[config.mk]
export PLATFORM = sky130hd
export DESIGN_NAME = timed_command_table_scheduler_core
export DESIGN_NICKNAME = d
export VERILOG_FILES = /design/src/design/tcts_pkg.sv /design/src/design/tcts_ram.sv /design/src/design/timed_command_table_scheduler_core.sv
export SDC_FILE = /design/constraint.sdc
export NUM_CORES = 2
export LEC_CHECK = 0
export BUFFER_PORTS_ARGS = -buffer_cell sky130_fd_sc_hd__buf_2
export CAP_MARGIN = 20
export CELL_PAD_IN_SITES_DETAIL_PLACEMENT = 1
export CELL_PAD_IN_SITES_GLOBAL_PLACEMENT = 1
export CORE_MARGIN = 3
export CORE_UTILIZATION = 60
export CTS_BUF_LIST = sky130_fd_sc_hd__clkbuf_8
export DETAILED_ROUTE_END_ITERATION = 8
export PLACE_DENSITY_LB_ADDON = 0.1
export SKIP_LAST_GASP = 1
export SYNTH_ARGS = -nofsm -noshare
export SYNTH_HDL_FRONTEND = slang
export SYNTH_SLANG_ARGS = --single-unit
[constraint.sdc]
create_clock -name clk -period 11.4 [get_ports clk]
set_input_delay 0.57 -clock clk [delete_from_list [all_inputs] [get_ports clk]]
set_output_delay 0.57 -clock clk [all_outputs]
set_load 0.03 [all_outputs]
[src/design/tcts_pkg.sv]
`timescale 1ns / 1ps
// ----------------------------------------------------------------------------
// Timed command table scheduler package
// Shared constants, codes and record types for the scheduler core, its
// table entries and its testbench.
// ----------------------------------------------------------------------------
package tcts_pkg;

    // Table geometry and result limit.
    localparam int TABLE_DEPTH = 16;
    localparam int MAX_RESULTS = 16;
    localparam int IDX_W       = (TABLE_DEPTH > 1) ? $clog2(TABLE_DEPTH) : 1;
    localparam int CNT_W       = $clog2(TABLE_DEPTH + 1);
    localparam int RES_W       = $clog2(MAX_RESULTS + 1);

    // Field widths.
    localparam int NOW_W   = 48;
    localparam int END_W   = NOW_W + 1;
    localparam int ID_W    = 16;
    localparam int MODEL_W = 3;
    localparam int KIND_W  = 3;
    localparam int LEVEL_W = 8;
    localparam int DUR_W   = 16;
    localparam int HOLD_W  = 16;

    // Configuration register map and reset values.
    localparam logic [0:0]        REG_STOP_HOLD  = 1'b0;
    localparam logic [HOLD_W-1:0] STOP_HOLD_RST  = 16'd300;

    // Operation codes carried on the input tuser.
    typedef enum logic [1:0] {
        OP_INSERT = 2'd0,
        OP_SCAN   = 2'd1,
        OP_CLEAR  = 2'd2
    } op_t;

    // Event codes carried on the output tuser.
    typedef enum logic [2:0] {
        EV_ADDED     = 3'd0,
        EV_REPLACED  = 3'd1,
        EV_DISCARDED = 3'd2,
        EV_DROPPED   = 3'd3,
        EV_ACTIVE    = 3'd4,
        EV_STOP      = 3'd5
    } ev_t;

    // Sequencer states.
    typedef enum logic [1:0] {
        ST_IDLE,
        ST_WALK,
        ST_END,
        ST_FLUSH
    } state_t;

    // One table entry as stored in the memory.
    typedef struct packed {
        logic [END_W-1:0]   end_ms;
        logic [ID_W-1:0]    id;
        logic [MODEL_W-1:0] model;
        logic [KIND_W-1:0]  kind;
        logic [LEVEL_W-1:0] level;
        logic               may_replace;
        logic               has_seq;
    } entry_t;

    localparam int ENTRY_W = $bits(entry_t);

    // One result record.
    typedef struct packed {
        ev_t                ev;
        logic [ID_W-1:0]    id;
        logic [MODEL_W-1:0] model;
        logic [KIND_W-1:0]  kind;
        logic [LEVEL_W-1:0] level;
    } result_t;

endpackage

[src/design/tcts_ram.sv]
`timescale 1ns / 1ps
// ----------------------------------------------------------------------------
// Generic simple dual-port RAM
// One write port and one read port with registered read data; contents are
// undefined until written.
// ----------------------------------------------------------------------------
module tcts_ram #(
    parameter int WIDTH  = 8,
    parameter int DEPTH  = 16,
    parameter int ADDR_W = (DEPTH > 1) ? $clog2(DEPTH) : 1
) (
    input  logic              clk,
    input  logic              we,
    input  logic [ADDR_W-1:0] waddr,
    input  logic [WIDTH-1:0]  wdata,
    input  logic [ADDR_W-1:0] raddr,
    output logic [WIDTH-1:0]  rdata
);

    logic [WIDTH-1:0] mem [DEPTH];

    // Write port.
    always_ff @(posedge clk)
    begin
        if (we)
        begin
            mem[waddr] <= wdata;
        end
    end

    // Registered read port.
    always_ff @(posedge clk)
    begin
        rdata <= mem[raddr];
    end

endmodule

[src/design/timed_command_table_scheduler_core.sv]
`timescale 1ns / 1ps
// ----------------------------------------------------------------------------
// Timed command table scheduler core
// Keeps an ordered table of timed commands, one per target id, in a small
// memory; inserts, scans with in-place compaction, and clears it.
// ----------------------------------------------------------------------------
// Operation: a scan walks every entry and an insert walks until it finds the
// same id, with one registered table read per entry; both then pass through
// a commit state and a flush state before the next item is accepted. The
// result consumer can stall a scan walk and the flush by holding tready low.
// A clear or an unknown operation completes in the idle state.
// Reset: entry count cleared, stop hold 300 ms, memory left undefined.
module timed_command_table_scheduler_core (
    input  logic        clk,
    input  logic        rst_n,
    // Input stream.
    input  logic        s_axis_tvalid,
    output logic        s_axis_tready,
    // tdata: shocker_id[15:0], model[18:16], command_type[21:19],
    // intensity[29:22], duration_ms[45:30], overwrite[46],
    // sequence_present[47], now_ms[95:48]
    input  logic [95:0] s_axis_tdata,
    // tuser: operation[1:0]
    input  logic [1:0]  s_axis_tuser,
    // Result stream.
    output logic        m_axis_tvalid,
    input  logic        m_axis_tready,
    // tdata: target_id[15:0], out_model[18:16], out_command_type[21:19],
    // out_intensity[29:22], zero[31:30]
    output logic [31:0] m_axis_tdata,
    // tuser: event_res[2:0]
    output logic [2:0]  m_axis_tuser,
    output logic        m_axis_tlast,
    // Configuration port.
    input  logic        psel,
    input  logic        penable,
    input  logic        pwrite,
    input  logic [2:0]  paddr,
    input  logic [31:0] pwdata,
    output logic [31:0] prdata,
    output logic        pready
);

    localparam int IW = tcts_pkg::IDX_W;
    localparam int CW = tcts_pkg::CNT_W;
    localparam int RW = tcts_pkg::RES_W;
    localparam int NW = tcts_pkg::NOW_W;

    // Control state.
    tcts_pkg::state_t  state_reg, state_next;
    logic [1:0]        op_reg, op_next;
    logic [CW-1:0]     count_reg, count_next;
    logic [tcts_pkg::HOLD_W-1:0] hold_reg;
    logic [CW-1:0]     rd_ptr_reg, rd_ptr_next;
    logic              dv_reg, dv_next;
    logic [IW-1:0]     di_reg, di_next;
    logic [CW-1:0]     wr_reg, wr_next;
    logic [RW-1:0]     nres_reg, nres_next;
    logic              match_reg, match_next;
    logic              pend_valid_reg, pend_valid_next;
    logic              out_valid_reg, out_valid_next;

    // Payload state.
    tcts_pkg::entry_t  cmd_reg, cmd_next;
    logic [NW-1:0]     now_reg, now_next;
    logic [NW-1:0]     rm_thr_reg, rm_thr_next;
    logic              rm_en_reg, rm_en_next;
    logic [IW-1:0]     match_idx_reg, match_idx_next;
    logic              match_ovw_reg, match_ovw_next;
    tcts_pkg::result_t pend_reg, pend_next;
    tcts_pkg::result_t out_reg, out_next;
    logic              out_last_reg, out_last_next;

    // Table memory port signals.
    logic                         ram_we;
    logic [IW-1:0]                ram_waddr;
    logic [tcts_pkg::ENTRY_W-1:0] ram_wdata;
    logic [IW-1:0]                ram_raddr;
    logic [tcts_pkg::ENTRY_W-1:0] ram_rdata;
    tcts_pkg::entry_t             rd_entry;

    // Walk decisions.
    logic in_accept;
    logic out_accept;
    logic emit_ok;
    logic is_scan;
    logic expired;
    logic removed;
    logic send;
    logic id_hit;
    logic stall;
    logic more;
    logic walk_done;
    logic cfg_write;

    tcts_ram #(
        .WIDTH (tcts_pkg::ENTRY_W),
        .DEPTH (tcts_pkg::TABLE_DEPTH),
        .ADDR_W(IW)
    ) u_table (
        .clk  (clk),
        .we   (ram_we),
        .waddr(ram_waddr),
        .wdata(ram_wdata),
        .raddr(ram_raddr),
        .rdata(ram_rdata)
    );

    // Configuration port: single stop hold register.
    assign pready    = 1'b1;
    assign cfg_write = psel && penable && pwrite && pready;

    always_comb
    begin
        prdata = '0;
        if (paddr[2:2] == tcts_pkg::REG_STOP_HOLD)
        begin
            prdata = {16'd0, hold_reg};
        end
    end

    always_ff @(posedge clk or negedge rst_n)
    begin
        if (!rst_n)
        begin
            hold_reg <= tcts_pkg::STOP_HOLD_RST;
        end
        else if (cfg_write && (paddr[2:2] == tcts_pkg::REG_STOP_HOLD))
        begin
            hold_reg <= pwdata[tcts_pkg::HOLD_W-1:0];
        end
    end

    // Handshakes and per-entry decisions on the data read last cycle.
    assign in_accept  = s_axis_tvalid && s_axis_tready;
    assign out_accept = m_axis_tvalid && m_axis_tready;
    assign emit_ok    = !out_valid_reg || m_axis_tready;
    assign rd_entry   = tcts_pkg::entry_t'(ram_rdata);
    assign is_scan    = (op_reg == tcts_pkg::OP_SCAN);
    assign expired    = rd_entry.end_ms < {1'b0, now_reg};
    assign removed    = expired && rm_en_reg && (rd_entry.end_ms < {1'b0, rm_thr_reg});
    assign send       = is_scan && dv_reg && rd_entry.has_seq
                        && (nres_reg < RW'(tcts_pkg::MAX_RESULTS));
    assign id_hit     = !is_scan && dv_reg && (rd_entry.id == cmd_reg.id);
    assign stall      = (state_reg == tcts_pkg::ST_WALK) && send && pend_valid_reg && !emit_ok;
    assign more       = rd_ptr_reg < count_reg;
    assign walk_done  = !stall && (id_hit || !more);

    // A stalled walk re-reads the entry it holds so the read data stays put.
    assign ram_raddr  = stall ? di_reg : rd_ptr_reg[IW-1:0];

    // Next state.
    always_comb
    begin
        state_next = state_reg;
        case (state_reg)
            tcts_pkg::ST_IDLE:
            begin
                if (in_accept && ((s_axis_tuser == tcts_pkg::OP_INSERT)
                                  || (s_axis_tuser == tcts_pkg::OP_SCAN)))
                begin
                    state_next = tcts_pkg::ST_WALK;
                end
            end
            tcts_pkg::ST_WALK:
            begin
                if (walk_done)
                begin
                    state_next = tcts_pkg::ST_END;
                end
            end
            tcts_pkg::ST_END:
            begin
                state_next = tcts_pkg::ST_FLUSH;
            end
            tcts_pkg::ST_FLUSH:
            begin
                if (!pend_valid_reg || emit_ok)
                begin
                    state_next = tcts_pkg::ST_IDLE;
                end
            end
            default:
            begin
                state_next = tcts_pkg::ST_IDLE;
            end
        endcase
    end

    // Datapath, memory and result updates per state.
    always_comb
    begin
        s_axis_tready   = 1'b0;
        op_next         = op_reg;
        count_next      = count_reg;
        rd_ptr_next     = rd_ptr_reg;
        dv_next         = dv_reg;
        di_next         = di_reg;
        wr_next         = wr_reg;
        nres_next       = nres_reg;
        match_next      = match_reg;
        match_idx_next  = match_idx_reg;
        match_ovw_next  = match_ovw_reg;
        pend_valid_next = pend_valid_reg;
        pend_next       = pend_reg;
        cmd_next        = cmd_reg;
        now_next        = now_reg;
        rm_thr_next     = rm_thr_reg;
        rm_en_next      = rm_en_reg;
        out_valid_next  = out_valid_reg;
        out_next        = out_reg;
        out_last_next   = out_last_reg;
        ram_we          = 1'b0;
        ram_waddr       = wr_reg[IW-1:0];
        ram_wdata       = rd_entry;

        // The consumer takes the held result.
        if (out_accept)
        begin
            out_valid_next = 1'b0;
        end

        case (state_reg)
            tcts_pkg::ST_IDLE:
            begin
                s_axis_tready = 1'b1;
                if (in_accept)
                begin
                    op_next              = s_axis_tuser;
                    cmd_next.id          = s_axis_tdata[15:0];
                    cmd_next.model       = s_axis_tdata[18:16];
                    cmd_next.kind        = s_axis_tdata[21:19];
                    cmd_next.level       = s_axis_tdata[29:22];
                    cmd_next.end_ms      = {1'b0, s_axis_tdata[95:48]}
                                           + tcts_pkg::END_W'(s_axis_tdata[45:30]);
                    cmd_next.may_replace = s_axis_tdata[46];
                    cmd_next.has_seq     = s_axis_tdata[47];
                    now_next             = s_axis_tdata[95:48];
                    rm_thr_next          = s_axis_tdata[95:48] - NW'(hold_reg);
                    rm_en_next           = s_axis_tdata[95:48] >= NW'(hold_reg);
                    rd_ptr_next          = '0;
                    dv_next              = 1'b0;
                    wr_next              = '0;
                    nres_next            = '0;
                    match_next           = 1'b0;
                    if (s_axis_tuser == tcts_pkg::OP_CLEAR)
                    begin
                        count_next = '0;
                    end
                end
            end
            tcts_pkg::ST_WALK:
            begin
                if (!stall)
                begin
                    // Issue the next read.
                    if (more)
                    begin
                        dv_next     = 1'b1;
                        di_next     = rd_ptr_reg[IW-1:0];
                        rd_ptr_next = rd_ptr_reg + CW'(1);
                    end
                    else
                    begin
                        dv_next = 1'b0;
                    end
                    // Insert: look for the same id.
                    if (id_hit)
                    begin
                        match_next     = 1'b1;
                        match_idx_next = di_reg;
                        match_ovw_next = rd_entry.may_replace;
                    end
                    // Scan: report sends, one held back to mark the last.
                    if (send)
                    begin
                        if (pend_valid_reg)
                        begin
                            out_valid_next = 1'b1;
                            out_next       = pend_reg;
                            out_last_next  = 1'b0;
                        end
                        pend_valid_next = 1'b1;
                        pend_next.ev    = expired ? tcts_pkg::EV_STOP : tcts_pkg::EV_ACTIVE;
                        pend_next.id    = rd_entry.id;
                        pend_next.model = rd_entry.model;
                        pend_next.kind  = rd_entry.kind;
                        pend_next.level = rd_entry.level;
                        nres_next       = nres_reg + RW'(1);
                    end
                    // Scan: compact the surviving entries toward the front.
                    if (is_scan && dv_reg && !removed)
                    begin
                        ram_we    = 1'b1;
                        ram_waddr = wr_reg[IW-1:0];
                        ram_wdata = rd_entry;
                        wr_next   = wr_reg + CW'(1);
                    end
                end
            end
            tcts_pkg::ST_END:
            begin
                if (is_scan)
                begin
                    count_next = wr_reg;
                end
                else
                begin
                    // Insert outcome.
                    pend_valid_next = 1'b1;
                    pend_next.id    = cmd_reg.id;
                    pend_next.model = cmd_reg.model;
                    pend_next.kind  = cmd_reg.kind;
                    pend_next.level = cmd_reg.level;
                    ram_wdata       = cmd_reg;
                    if (match_reg)
                    begin
                        ram_waddr = match_idx_reg;
                        if (match_ovw_reg)
                        begin
                            ram_we       = 1'b1;
                            pend_next.ev = tcts_pkg::EV_REPLACED;
                        end
                        else
                        begin
                            pend_next.ev = tcts_pkg::EV_DISCARDED;
                        end
                    end
                    else if (count_reg < CW'(tcts_pkg::TABLE_DEPTH))
                    begin
                        ram_we       = 1'b1;
                        ram_waddr    = count_reg[IW-1:0];
                        count_next   = count_reg + CW'(1);
                        pend_next.ev = tcts_pkg::EV_ADDED;
                    end
                    else
                    begin
                        pend_next.ev = tcts_pkg::EV_DROPPED;
                    end
                end
            end
            tcts_pkg::ST_FLUSH:
            begin
                if (pend_valid_reg && emit_ok)
                begin
                    out_valid_next  = 1'b1;
                    out_next        = pend_reg;
                    out_last_next   = 1'b1;
                    pend_valid_next = 1'b0;
                end
            end
            default:
            begin
                s_axis_tready = 1'b0;
            end
        endcase
    end

    // Control registers.
    always_ff @(posedge clk or negedge rst_n)
    begin
        if (!rst_n)
        begin
            state_reg      <= tcts_pkg::ST_IDLE;
            op_reg         <= '0;
            count_reg      <= '0;
            rd_ptr_reg     <= '0;
            dv_reg         <= 1'b0;
            di_reg         <= '0;
            wr_reg         <= '0;
            nres_reg       <= '0;
            match_reg      <= 1'b0;
            pend_valid_reg <= 1'b0;
            out_valid_reg  <= 1'b0;
        end
        else
        begin
            state_reg      <= state_next;
            op_reg         <= op_next;
            count_reg      <= count_next;
            rd_ptr_reg     <= rd_ptr_next;
            dv_reg         <= dv_next;
            di_reg         <= di_next;
            wr_reg         <= wr_next;
            nres_reg       <= nres_next;
            match_reg      <= match_next;
            pend_valid_reg <= pend_valid_next;
            out_valid_reg  <= out_valid_next;
        end
    end

    // Payload registers.
    always_ff @(posedge clk)
    begin
        cmd_reg       <= cmd_next;
        now_reg       <= now_next;
        rm_thr_reg    <= rm_thr_next;
        rm_en_reg     <= rm_en_next;
        match_idx_reg <= match_idx_next;
        match_ovw_reg <= match_ovw_next;
        pend_reg      <= pend_next;
        out_reg       <= out_next;
        out_last_reg  <= out_last_next;
    end

    // Result stream outputs.
    assign m_axis_tvalid = out_valid_reg;
    assign m_axis_tdata  = {2'b00, out_reg.level, out_reg.kind, out_reg.model, out_reg.id};
    assign m_axis_tuser  = out_reg.ev;
    assign m_axis_tlast  = out_last_reg;

    // The table never holds more entries than it has rows.
    assert property (@(posedge clk) disable iff (!rst_n)
        count_reg <= CW'(tcts_pkg::TABLE_DEPTH))
    else $error("entry count exceeds table depth");

    // Compaction never writes ahead of the entry being examined.
    assert property (@(posedge clk) disable iff (!rst_n)
        ((state_reg == tcts_pkg::ST_WALK) && dv_reg && is_scan) |-> (wr_reg <= CW'(di_reg)))
    else $error("compaction write pointer passed read data");

    // A clear empties the table at once.
    assert property (@(posedge clk) disable iff (!rst_n)
        (in_accept && (s_axis_tuser == tcts_pkg::OP_CLEAR)) |=> (count_reg == '0))
    else $error("clear did not empty the table");

endmodule

======== Word level (Yosys, flattened, before mapping) ========
Memories as Yosys holds them, arrays and structs flattened. A register that Yosys moved wholly into a read port is not among the register bits.
Cells that the tools add are included.
W data, S select, Z words.
storage, ports and cells
  bits in registers ....................... 298
  bits in latches ......................... 0
  bits in writable memories ............... 1296
  bits in read-only memories .............. 0
  input bits .............................. 140
  output and inout port bits .............. 71
  word-level logic and storage cells ...... 196
  memories ................................ 1
operators by class
  $add $sub $neg .......................... 6
  $mul .................................... 0
  divide/modulo/power cells ............... 0
  $lt $le $gt $ge ......................... 6
  eq/ne operators ......................... 22
  shifts and indexed selects .............. 0
  mux-type cells .......................... 74
  bitwise logic cells ..................... 2
  reductions and logical operators ........ 50
memory list
  memory       words  bits a word  rd ports  clocked after Yosys merged registers in  write ports  line            source
  u_table.mem  16     81           1         1                                        1            tcts_ram.sv:20  logic [WIDTH-1:0] mem [DEPTH];
operators by type and width
  kind                   number
  $mux W33               7
  $mux W81               2
  $pmux W33 S2           2
  $lt A49 B48 Y1         2
  $mux W5                12
  $add A48 B16 Y49       1
  $ge A48 B16 Y1         1
  $sub A48 B16 Y48       1
  $pmux W5 S2            4
  $mux W1                28
  $ne A2 B2 Y1 const B   12
  $add A5 B1 Y5 const B  4
  $mux W4                5
  $reduce_and A4 Y1      5
  $logic_and A1 B1 Y1    19
  $eq A16 B16 Y1         1
  $mux W16               1
  $reduce_and A5 Y1      3
  $reduce_and A3 Y1      4
  $lt A5 B5 Y1 const B   2
  $mux W2                5
  $pmux W1 S2            5
  $pmux W2 S4            1
  $reduce_bool A2 Y1     4
  13 further kinds       29

======== Logic depth before layout (Yosys ltp) ========
  depth after elaboration ................. 11
  gate-level depth with buffers ........... 14
  depth with buffers taken out ............ 12

======== Cells and area by module ========
A second synthesis with hierarchy kept.
unflattened totals
  cells, all modules ...................... 3724
  area total of the unflattened synthesis .. 67079.3 sq um
modules (own cells, without submodules)
  module                              instances  cells an instance  area each (sq um)
  tcts_ram                            1          2078               50020.5
  timed_command_table_scheduler_core  1          1646               17058.9

======== Worst setup path before layout ========
OpenSTA, ideal clock, no wires.
  kind .................................... register to register
  start ................................... register now_reg[44]
  end ..................................... memory u_table.mem[10][0] (netlist bit) (enable)
  library setup time ...................... 0.521 ns
  arrival ................................. 5.695 ns
  required time ........................... 10.879 ns
  setup slack ............................. 5.184 ns
  cell stages (with the launch flop) ...... 12
  path buffers ............................ 1
  path through ............................ edfxtp_1 -> inv_1 -> ha_1 -> inv_1 -> or4_1 -> nor4_1 -> nor4_1 -> a31oi_1 -> a21oi_1 -> o22a_1 -> buf_2 -> nor2_1
on the way
  word-level cells in the longest chain between the ends .. 10
ends and longest elaborated chain
  item                              line                                       source
  start: declaration                timed_command_table_scheduler_core.sv:65   logic [NW-1:0] now_reg, now_next;
  start signal: assignment          timed_command_table_scheduler_core.sv:396  now_reg <= now_next;
  $lt A49 B48 Y1                    timed_command_table_scheduler_core.sv:140  assign expired = rd_entry.end_ms < {1'b0, now_reg};
  $logic_and A1 B1 Y1 (2 in a row)  timed_command_table_scheduler_core.sv:141  assign removed = expired && rm_en_reg && (rd_entry.end_ms < {1'b0, rm_thr_reg});
  $logic_not A1 Y1                  timed_command_table_scheduler_core.sv:292  if (is_scan && dv_reg && !removed)
  $logic_and A1 B1 Y1               timed_command_table_scheduler_core.sv:292
  $mux W1                           timed_command_table_scheduler_core.sv:292
  $mux W1                           timed_command_table_scheduler_core.sv:254  if (!stall)
  $pmux W1 S2                       timed_command_table_scheduler_core.sv:223  case (state_reg)
  $mux W1                           tcts_ram.sv:25                             if (we)
  $mux W1 (not written as such)     tcts_ram.sv:27                             mem[waddr] <= wdata;
  end: declaration                  tcts_ram.sv:20
No other way between the ends.

======== Worst setup path after layout ========
  start ................................... register now_reg[24]
  end ..................................... memory u_table.mem[6][72] (netlist bit) (enable)
The elaborated chain is that of the path after synthesis.

==> flow_metrics.env <==
export IMPL_critPathRequiredTime_ns=11.88
export IMPL_cts_resized=0
export IMPL_ios=211
export IMPL_layout_drive_gt1_share_pct=24.7
export IMPL_cp_max_fo=48
export IMPL_timing_worst_setup_path_type="reg -> reg"
export IMPL_synth_top_area_cell="edfxtp_1"
export IMPL_hold_depth=3
export IMPL_rows=122
export IMPL_port_buffers=173
export IMPL_layout_min_cycle_time_ns=6.09
export IMPL_synth_area_leaders="edfxtp_1 68%, mux4_2 11%, ha_1 2.5%, dfxtp_1 2.4%, mux2_2 2.2%"
export IMPL_ys_ff_latch=1675
export IMPL_die_h_um=343
export IMPL_cts_root_buf="clkbuf_8"
export IMPL_yosysTopAreaCellShare_pct=68.2
export IMPL_power_mw=17.8
export IMPL_hold_viol_final=0
export IMPL_grt_remaining_overflow=0
export IMPL_syn_area_per_cell_um2=18.2
export IMPL_slew_headroom_pct=22.5
export IMPL_synthArstFlopShare_pct=2.87
export IMPL_status="finished, final reports clean"
export IMPL_seq_area_frac_synth_pct=72.3
export IMPL_r2r_start="now_reg[24]$_DFFE_PP_"
export IMPL_tightest_slew_ns=1.16
export IMPL_placedCellCount=5299
export IMPL_end_kind="register"
export IMPL_die_x_um=343
export IMPL_clk_latency_ns=0.93
export IMPL_rr_worst_depth=14
export IMPL_grt_max_degree=109
export IMPL_worstPathArrival_ns=6.57
export IMPL_powerDensity_nw_per_um2=233
export IMPL_finalSetupViolations=0
export IMPL_min_to="m_axis_tvalid$_DFF_PN0_"
export IMPL_clock_sinks=1675
export IMPL_clock_fmax_mhz=164
export IMPL_place_ws_ns=5.52
export IMPL_netlist_area_um2=68100
export IMPL_cp_start_kind="register"
export IMPL_cts_tree="done"
export IMPL_layout_nets=4479
export IMPL_synth_most_common_cell="edfxtp_1"
export IMPL_n_fill_cell=9361
export IMPL_fin_skew_ns=0.0607
export IMPL_place_congestion=0.857
export IMPL_peakVddDrop_v=0.000151
export IMPL_slew_violations=0
export IMPL_dpl_hpwl_um=96600
export IMPL_drc_errors=0
export IMPL_synth_warnings=0
export IMPL_grt_pass1_vias=41100
export IMPL_initial_utilization_pct=61.0
export IMPL_clock_path_buffers=4
export IMPL_viasPerCell=6.33
export IMPL_r2r_end="u_table.mem[6][72]$_DFFE_PP_"
export IMPL_cap_violations=0
export IMPL_crit_start="now_reg[24]$_DFFE_PP_"
export IMPL_area_delta_synth_final_pct=12.6
export IMPL_first_pass_iters=5
export IMPL_ys_flop_type="edfxtp_1"
export IMPL_die_area_um2=118000
export IMPL_min_path_type="in -> reg"
export IMPL_ys_types=68
export IMPL_instances_no_fill=5901
export IMPL_grt_use_total_pct=30.3
export IMPL_fin_ws_ns=5.31
export IMPL_finalWirelength_um=176000
export IMPL_layout_worst_path_cycle_share_pct=53.4
export IMPL_core_area_um2=112000
export IMPL_vias=37400
export IMPL_timing_setup_tns_ns=0
export IMPL_p_leak_nw=27.0
export IMPL_postSynthCellCount=3741
export IMPL_ctsHoldBuffers=100
export IMPL_min_from="m_axis_tready"
export IMPL_synth_edf_count=1546
export IMPL_largest_reg_flops=1296
export IMPL_grt_pass1_wl_um=260000
export IMPL_ant_nets=0
export IMPL_synthTopCellsByCount="1546 x edfxtp_1, 324 x mux4_2, 257 x nand2_1"
export IMPL_rsz0062_at_grt="no"
export IMPL_cts_buffers_inserted=284
export IMPL_antenna_found_initial=4
export IMPL_drt_iter0_markers=3777
export IMPL_htreeDepth=5
export IMPL_wire_per_inst_um=29.8
export IMPL_post_cts_buffers=0
export IMPL_r2r_slack_ns=5.31
export IMPL_path_clk_slew_ns=0.06
-- cell usage in the layout, fill, tap and decap left out, types with 53 or more instances in the layout --
cell / Yosys / layout
dfxtp_1: 81 / 81
mux4_2: 324 / 324
nor2_1: 118 / 102
mux2_2: 135 / 134
buf_2: 37 / 173
edfxtp_1: 1546 / 1546
nand3_1: 57 / 57
nand2_1: 257 / 256
inv_1: 146 / 242
xnor2_1: 65 / 65
o21ai_0: 53 / 53
ha_1: 138 / 137
and2_1: 88 / 88
dlygate4sd3_1: 0 / 100
clkbuf_8: 0 / 306
a211oi_1: 86 / 86
buf_4: 38 / 56
a31oi_1: 89 / 89
a21oi_1: 61 / 61
-- routing by layer --
layer | GRT usage, % | wire length [µm] | up-vias
met5 | 0 | 0 | -
met2 | 51.2 | 89600 | 1679
met4 | 12.6 | 6850 | 0
met1 | 39.5 | 67700 | 19600
li1 | - | - | 15700
met3 | 5.04 | 11800 | 396
-- final cells by class --
class	instances	area [µm²]	share of cell area, %
sequential	1675	49300	64.2
multi-input combinational	1758	17400	22.7
clock buffer	306	4210	5.49
timing repair buffer	334	2400	3.13
tap	1488	1860	2.43
clock inverter	190	968	1.26
inverter	146	556	0.724
antenna	4	10.0	0.0131
-- worst max path at each step --
| stage | to | slack [ns] | depth (start not counted) |
|---|---|---|---|
| 2_1_floorplan | u_table.mem[10][0]$_DFFE_PP_ | 5.18 | 11 |
| 3_3_place_gp | u_table.mem[4][66]$_DFFE_PP_ | 5.91 | 14 |
| 3_5_place_dp | u_table.mem[4][58]$_DFFE_PP_ | 5.52 | 14 |
| 4_1_cts | u_table.mem[6][72]$_DFFE_PP_ | 5.48 | 14 |
| 5_1_grt | u_table.mem[4][63]$_DFFE_PP_ | 5.28 | 14 |
| 6_report | u_table.mem[6][72]$_DFFE_PP_ | 5.31 | 14 |
-- per-stage QoR --
step                      hold WS (ns)  utilization [%]  area [µm²]
final                            0.146             68.6       76700
after floorplan                  0.274                -       68200
after detailed placement         0.405             63.0       70400
after global routing            0.0939             68.6       76700
after CTS                       0.0542             68.6       76600
after global placement           0.401             63.0       70400
-- cell families after synthesis --
group	count (synthesis)	share of synthesized area, %
AO/OA/AOI/OAI	376	3.61
XOR/XNOR	106	1.36
adder cells (fa/ha/maj)	140	2.59
buffers and inverters	325	2.47
flip-flops	1675	72.3
multiplexers	465	13.1
other	2	0.0110
AND/OR/NAND/NOR	652	4.60
-- power by group --
group          total (mW)  switching (mW)  internal [mW]
logic                4.20            2.67           1.53
clock network        4.98            2.37           2.61
registers            8.66           0.329           8.33
-- worst max-delay path: stages, from the launching register on --
cell and delay, ns:
edfxtp_1 0.32, inv_1 0.04, ha_1 0.31, a21oi_1 0.15, o21ai_0 0.13, a221oi_1 0.92
nor4_1 0.16, nor4_1 0.69, a31oi_1 0.20, a21oi_1 0.89, o22a_1 0.32, buf_4 0.41
nor2_4 0.06, buf_4 0.39, buf_4 0.56
(Power assumes the default switching activity.)
